File: src/sv/assert_macros.svh
// Assertion macros used by the top level of the slot tracker.
`ifndef ASSERT_MACROS_SVH
`define ASSERT_MACROS_SVH

// Property checked on every rising edge of clk, ignored while rst_n is low.
`define ASSERT_CLK(lbl, prop, msg) \
    lbl: assert property (@(posedge clk) disable iff (!rst_n) prop) \
        else $error(msg);

// Condition that must never be seen on a rising edge of clk.
`define ASSERT_NEVER(lbl, cond, msg) \
    `ASSERT_CLK(lbl, !(cond), msg)

`endif

File: src/sv/sst_pkg.sv
// Shared constants and types of the slot tracker.
`timescale 1ns / 1ps

package sst_pkg;

    // Table geometry
    localparam int SLOT_COUNT  = 64;
    localparam int GUID_BITS   = 64;
    localparam int IDX_W       = $clog2(SLOT_COUNT);

    // Fixed port widths
    localparam int SLOT_W      = 7;
    localparam int GUID_PORT_W = 64;
    localparam int REQ_W       = 2;

    typedef logic [IDX_W-1:0]      idx_t;
    typedef logic [SLOT_W-1:0]     slot_t;
    typedef logic [GUID_BITS-1:0]  guid_t;
    typedef logic [SLOT_COUNT-1:0] map_t;
    typedef logic [REQ_W-1:0]      req_t;

    // Request codes
    localparam req_t REQ_TRACK  = 2'd0;
    localparam req_t REQ_REMOVE = 2'd1;
    localparam req_t REQ_POP    = 2'd2;
    localparam req_t REQ_FIND   = 2'd3;

    // Slot value meaning full, empty or not found
    localparam slot_t SLOT_NONE = slot_t'(SLOT_COUNT);
    // First slot visited by a scan
    localparam idx_t  IDX_TOP   = idx_t'(SLOT_COUNT - 1);

endpackage

File: src/sv/sst_cmp.sv
// Shared identifier comparator; entries never written read as zero.
`timescale 1ns / 1ps

module sst_cmp (
    input  sst_pkg::guid_t entry,
    input  logic           entry_vld,
    input  sst_pkg::guid_t key,
    output logic           match
);

    sst_pkg::guid_t entry_eff;

    // Unwritten entries hold their reset value of zero
    assign entry_eff = entry_vld ? entry : '0;
    assign match     = (entry_eff == key);

endmodule

File: config.mk
export PLATFORM = sky130hd
export DESIGN_NAME = sst_cmp
export DESIGN_NICKNAME = d
export VERILOG_FILES = /design/src/sv/assert_macros.svh /design/src/sv/sst_pkg.sv /design/src/sv/sst_cmp.sv
export SDC_FILE = /design/constraint.sdc
export NUM_CORES = 1
export LEC_CHECK = 0
export BUFFER_PORTS_ARGS = -buffer_cell sky130_fd_sc_hd__buf_2
export CAP_MARGIN = 30
export CORE_ASPECT_RATIO = 0.7
export CORE_UTILIZATION = 44
export DETAILED_ROUTE_END_ITERATION = 10
export PLACE_DENSITY = 0.95
export SYNTH_ARGS = -nofsm -noshare
export SYNTH_HDL_FRONTEND = slang
export SYNTH_SLANG_ARGS = --single-unit
File: constraint.sdc
create_clock -name vclk -period 3.7
set_input_delay 0.74 -clock vclk [all_inputs]
set_output_delay 0.74 -clock vclk [all_outputs]
set_load 0.1 [all_outputs]
Yosys cells after proc, flatten, opt, wreduce, memory -nomap -nowiden
Index checks and enable logic that the tools add are counted.
- input port bits: 129
- register bits after elaboration: 0
- word-level logic and storage cells: 2
- output and inout bits: 1
- mux-type cells: 1
- eq/ne operators: 1
- operator list (operator ; number):
    64-bit equality test ; 1
    64-bit two-way mux ; 1

Longest topological paths before layout
Gate-level depths: netlist (run 1).
- word-level depth: 2
- mapped depth: 8
- depth with buffers taken out: 5

Worst setup path after synthesis (run 1)
Ideal clock, no wire load.
- path kind: input-to-output
- from: in entry_vld
- to: out match
- stages on the path: 8
- data arrival time: 2.449 ns
- data required time: 2.960 ns
- path slack: 0.511 ns
- path buffers: 3
- path through: buf_4 > buf_6 > buf_6 > nand4b_1 > o22ai_1 > o22ai_1 > nor4_1 > and4_1
- word-level cells in the longest chain between the ends: 2
- ends and longest elaborated chain (item ; line ; RTL):
    from (decl) ; sst_cmp.sv:6 ; input logic entry_vld,
    64-bit two-way mux ; sst_cmp.sv:14 ; assign entry_eff = entry_vld ? entry : '0;
    64-bit equality test ; sst_cmp.sv:15 ; assign match = (entry_eff == key);
    to (decl) ; sst_cmp.sv:8 ; output logic match
No other way between the ends.

Worst setup path after layout (run 1)
Ends and elaborated chain as after synthesis.

==> results of run 1 <==
-- cells by family (layout without fill, tap and decap cells) --
family | after synthesis | after routing | synth area share [%]
XOR/XNOR | 32 | 32 | 18.2
AND/OR/NAND/NOR | 101 | 101 | 41.4
buffers and inverters | 11 | 131 | 5.28
AO/OA/AOI/OAI | 80 | 80 | 35.1
-- critical path: cells and delay by family --
family                 cells  cell delay [ps]
AND/OR/NAND/NOR            3              840
buffers and inverters      3              600
AO/OA/AOI/OAI              2              280
-- per-layer routing --
metal / track usage [%] / wire [um]
met5: 0 / 0
met4: 2.61 / 39
met3: 4.54 / 406
met2: 44.9 / 2250
met1: 28.2 / 2120
-- where the power goes --
part	internal [mW]	total [mW]	switching, mW
combinational	0.110	0.217	0.107
sequential	0	0	0
clock	0	0	0
-- layout by cell type, fill, tap and decap left out, drive strengths merged --
cell / instances
xnor2: 1
nand3: 31
o2bb2ai: 1
nand4b: 32
o22ai: 47
nor2: 1
nor4: 4
o21ai: 1
buf: 131
o21a: 31
xor2: 31
and4: 2
nor3: 31
-- per-stage QoR --
step / std cells / hold WS (ps)
final: 391 / 2180
after global routing: 391 / 2230
after CTS: 391 / 2170
after detailed placement: 391 / 2170
after global placement: 391 / 2160
after floorplan: 224 / 2130
-- worst paths after layout --
| path | cells past startpoint | slack, ps | endpoint | start |
|---|---|---|---|---|
| max | 8 | 470 | match | entry_vld |
| min | 6 | 2180 | match | key[18] |
-- cell type report --
cell class         count  area share (%)
well taps             47            2.67
repair buffers       131            31.1
multi-input cells    213            66.2
==> run_results.csv, run 1 <==
group,metric,value,unit
drt,dr.pass1.iters,5,
setup_path,setup.worst_path.class,"in2out",
setup_path,path_cells,"buf_2, buf_12, nand4b_1, o22ai_1, o22ai_1, nor4_1, and4_1, buf_12",
placement,dp_slack,444,ps
synth,yosys.cell_count.top_type,"o22ai_1",
floorplanning,die_h,51.5,um
clocking,cts_setup_buffers,0,
pwr,total_power,0.217,mW
final_layout,drive_above_1_share,38.1,%
sta,fin_setup_tns,0,ps
setup_path,cpPeakStageDelay,390,ps
grt,antenna_found_initial,0,
final_layout,seq_cell_count,0,
floorplanning,die_w,72.7,um
sta,setup_viol,0,
setup_path,cp-start-kind,"primary input",
drt,via_per_inst,5.84,
final_layout,nClkBuffers,0,
placement,gp_congestion,0.830,
sta,min_period,3230,ps
floorplanning,dieArea,3740,um2
grt,overflow,0,
floorplanning,start_util,47.6,%
drt,ant_nets,0,
drt,vias,2284,
sta,rsz0062_at_grt,"no",
sta,max_slew_margin,74.5,%
job,cap_violations,0,
drt,wl_per_cell,12.3,um
final_layout,nets,475,
sta,slew_violations,0,
clocking,cts_hold_buf,0,
sta,timing.fmax,310,MHz
drt,drt-initial-drc-count,52,
synth,syn-num-nets,353,
synth,avgSynthCellArea,6.87,um2
synth,synth_area_leader_cell,"o22ai_1",
final_layout,utilization,68.1,%
synth,yosysWarnings,0,
drt,totalWireLength,4820,um
setup_path,required,2960,ps
synth,synth_commonest_cells,"47 x o22ai_1, 32 x nand4b_1",
synth,yosysSeqAreaShare,0,%
sta,worst_slack,471,ps
floorplanning,core,3230,um2
pwr,power_density,98.6,nW/um2
sta,fin_crit_sh,87.3,%
synth,synth.top_cell.area_share,19.1,%
synth,synth_area_leaders,"o22ai_1 19%, nand4b_1 18%, xor2_1 18%, o21a_1 15%, nand3_1 10%",
grt,grt_usage,23.6,%
placement,portBuffers,130,
synth,synth_area,1540,um2
setup_path,critPathCaptureType,"primary output",
setup_path,cp_slowest_cell,"nor4_1",
sta,max_slew.worst_pin.slew,379,ps
synth,syn_inst,224,
clocking,cts-resized-gates,0,
status,status,"complete, no violations",
grt,grt_max_degree,97,
synth,ys_types,15,
floorplanning,rows,17,
placement,dp_hpwl,4010,um
sta,hold_violations,0,
setup_path,arrival,2490,ps
pwr,ir_drop,0.0553,mV
placement,place_area,2200,um2
pwr,p_leak,0.886,nW
final_layout,register_area,0,um2
drt,drcViolationCount,0,
grt,grt_pass1_wl,7310,um
worst_hold_path,hold_path.class,"in2out",
final_layout,diodes,0,
final_layout,syn2layout_area_growth,43.1,%
floorplanning,io_pins,130,
final_layout,multi_input_area,1460,um2
setup_path,crit_path_max_fanout,96,
final_layout,fillers,280,
final_layout,stdcell_area,2200,um2
grt,grt_pass1_vias,1838,
Note: power is estimated with default switching activity, not from simulation.
==> run 2: changes to the inputs <==
Clock period 3.7 ns to 3.8 ns, I/O delays scaled along.
==> run 2 against run 1 <==
Net effect: die area did not move; sequential share of layout area did not move; cell count did not move; first-iteration DRC count rose by 62%; via count rose by 0.39%; core utilization did not move; critical path type unchanged; setup slack improved by 110 ps; power fell by 1.9%; global-route usage rose by 1.1 points.
==> run_results.csv, run 2 (same netlist as run 1, synthesis figures left out) <==
group,metric,value,unit
status,status,"complete, no violations",
final_layout,nets,475,
setup_path,critPathCaptureType,"primary output",
drt,vias,2293,
grt,gr-usage-met3,1.97,%
setup_path,cp_slowest_cell,"nor4_1",
grt,busiest_layer,"met2",
sta,fin_crit_sh,84.7,%
grt,antenna_found_initial,0,
final_layout,utilization,68.1,%
pwr,p_leak,0.886,nW
sta,fin_setup_tns,0,ps
sta,timing.fmax,311,MHz
sta,max_slew.worst_pin.slew,356,ps
final_layout,seq_cell_count,0,
final_layout,layout_commonest_cell,"buf_2",
drt,drcViolationCount,0,
sta,min_period,3220,ps
sta,slew_violations,0,
grt,grt_pass1_wl,7730,um
floorplanning,die_w,72.7,um
placement,dp_cells,391,
final_layout,register_area,0,um2
clocking,cts-resized-gates,0,
final_layout,syn2layout_area_growth,43.1,%
sta,max_slew_margin,76.3,%
drt,ant_nets,0,
floorplanning,core,3230,um2
job,cap_violations,0,
setup_path,cp-endpoint,"match",
pwr,total_power,0.213,mW
final_layout,diodes,0,
sta,setup_viol,0,
sta,rsz0062_at_grt,"no",
grt,grt_max_degree,97,
setup_path,cpPeakStageDelay,370,ps
placement,dp_hpwl,4150,um
drt,totalWireLength,4980,um
floorplanning,dieArea,3740,um2
placement,portBuffers,130,
grt,met2_usage,46.9,%
drt,via_per_inst,5.86,
worst_hold_path,hold_path.class,"in2out",
setup_path,cp-start-kind,"primary input",
setup_path,setup.worst_path.class,"in2out",
placement,gp_congestion,0.820,
grt,grt_usage,24.7,%
clocking,cts_setup_buffers,0,
floorplanning,start_util,47.6,%
final_layout,fin_cells,391,
sta,fin_worst_hold_slack,2200,ps
pwr,ir_drop,0.0603,mV
final_layout,layout_common_cells,"129 x buf_2, 47 x o22ai_1, 32 x nand4b_1",
setup_path,arrival,2460,ps
drt,dr.pass1.iters,4,
final_layout,drive_above_1_share,38.1,%
setup_path,crit_path_max_fanout,96,
final_layout,nClkBuffers,0,
grt,met1_usage,31.9,%
setup_path,path_cells,"buf_2, buf_12, nand4b_1, o22ai_1, o22ai_1, nor4_1, and4_1, buf_12",
floorplanning,die_h,51.5,um
setup_path,worstSetupStartpoint,"entry_vld",
grt,overflow,0,
drt,wl_per_cell,12.7,um
sta,hold_violations,0,
setup_path,required,3040,ps
drt,drt-initial-drc-count,84,
pwr,power_density,96.7,nW/um2
grt,grt_pass1_vias,1933,
floorplanning,io_pins,130,
clocking,cts_hold_buf,0,
floorplanning,rows,17,
run 2: cell counts in the layout (fill, tap and decap cells not counted):
Identical to the previous run, type by type.
run 2: layout make-up:
| cell class | count | area, um2 |
|---|---|---|
| repair buffers | 131 | 686 |
| fillers | 310 | 1030 |
| multi-input cells | 213 | 1460 |
| well taps | 47 | 58.8 |
run 2: routing by layer:
layer / up-vias / routed length [um]
met5: - / 0
met4: 0 / 7
met3: 2 / 307
met2: 80 / 2380
met1: 1033 / 2280
li1: 1178 / -
run 2: where the power goes:
part	internal (mW)	total [mW]	switching, mW
Sequential	0	0	0
Clock	0	0	0
Combinational	0.107	0.213	0.106
run 2: critical path, delay by kind of cell:
| family | cells | cell delay (ps) |
|---|---|---|
| and+or+nand+nor | 3 | 810 |
| AOI/OAI and AO/OA | 2 | 280 |
| buffers and inverters | 3 | 600 |
run 2: per-stage QoR:
| step | cell area (um2) | setup WS, ps |
|---|---|---|
| finish | 2200 | 580 |
| global route | 2200 | 459 |
| CTS | 2200 | 565 |
| detailed placement | 2200 | 570 |
| global placement | 2200 | 572 |
| floorplan | 1540 | 571 |
run 2: worst min-delay path by stage:
stage               endpoint  startpoint  cells past startpoint
global route           match     key[18]                      6
global placement       match     key[18]                      6
detailed placement     match     key[18]                      6
CTS                    match     key[18]                      6
floorplan              match     key[37]                      4
finish                 match     key[18]                      6
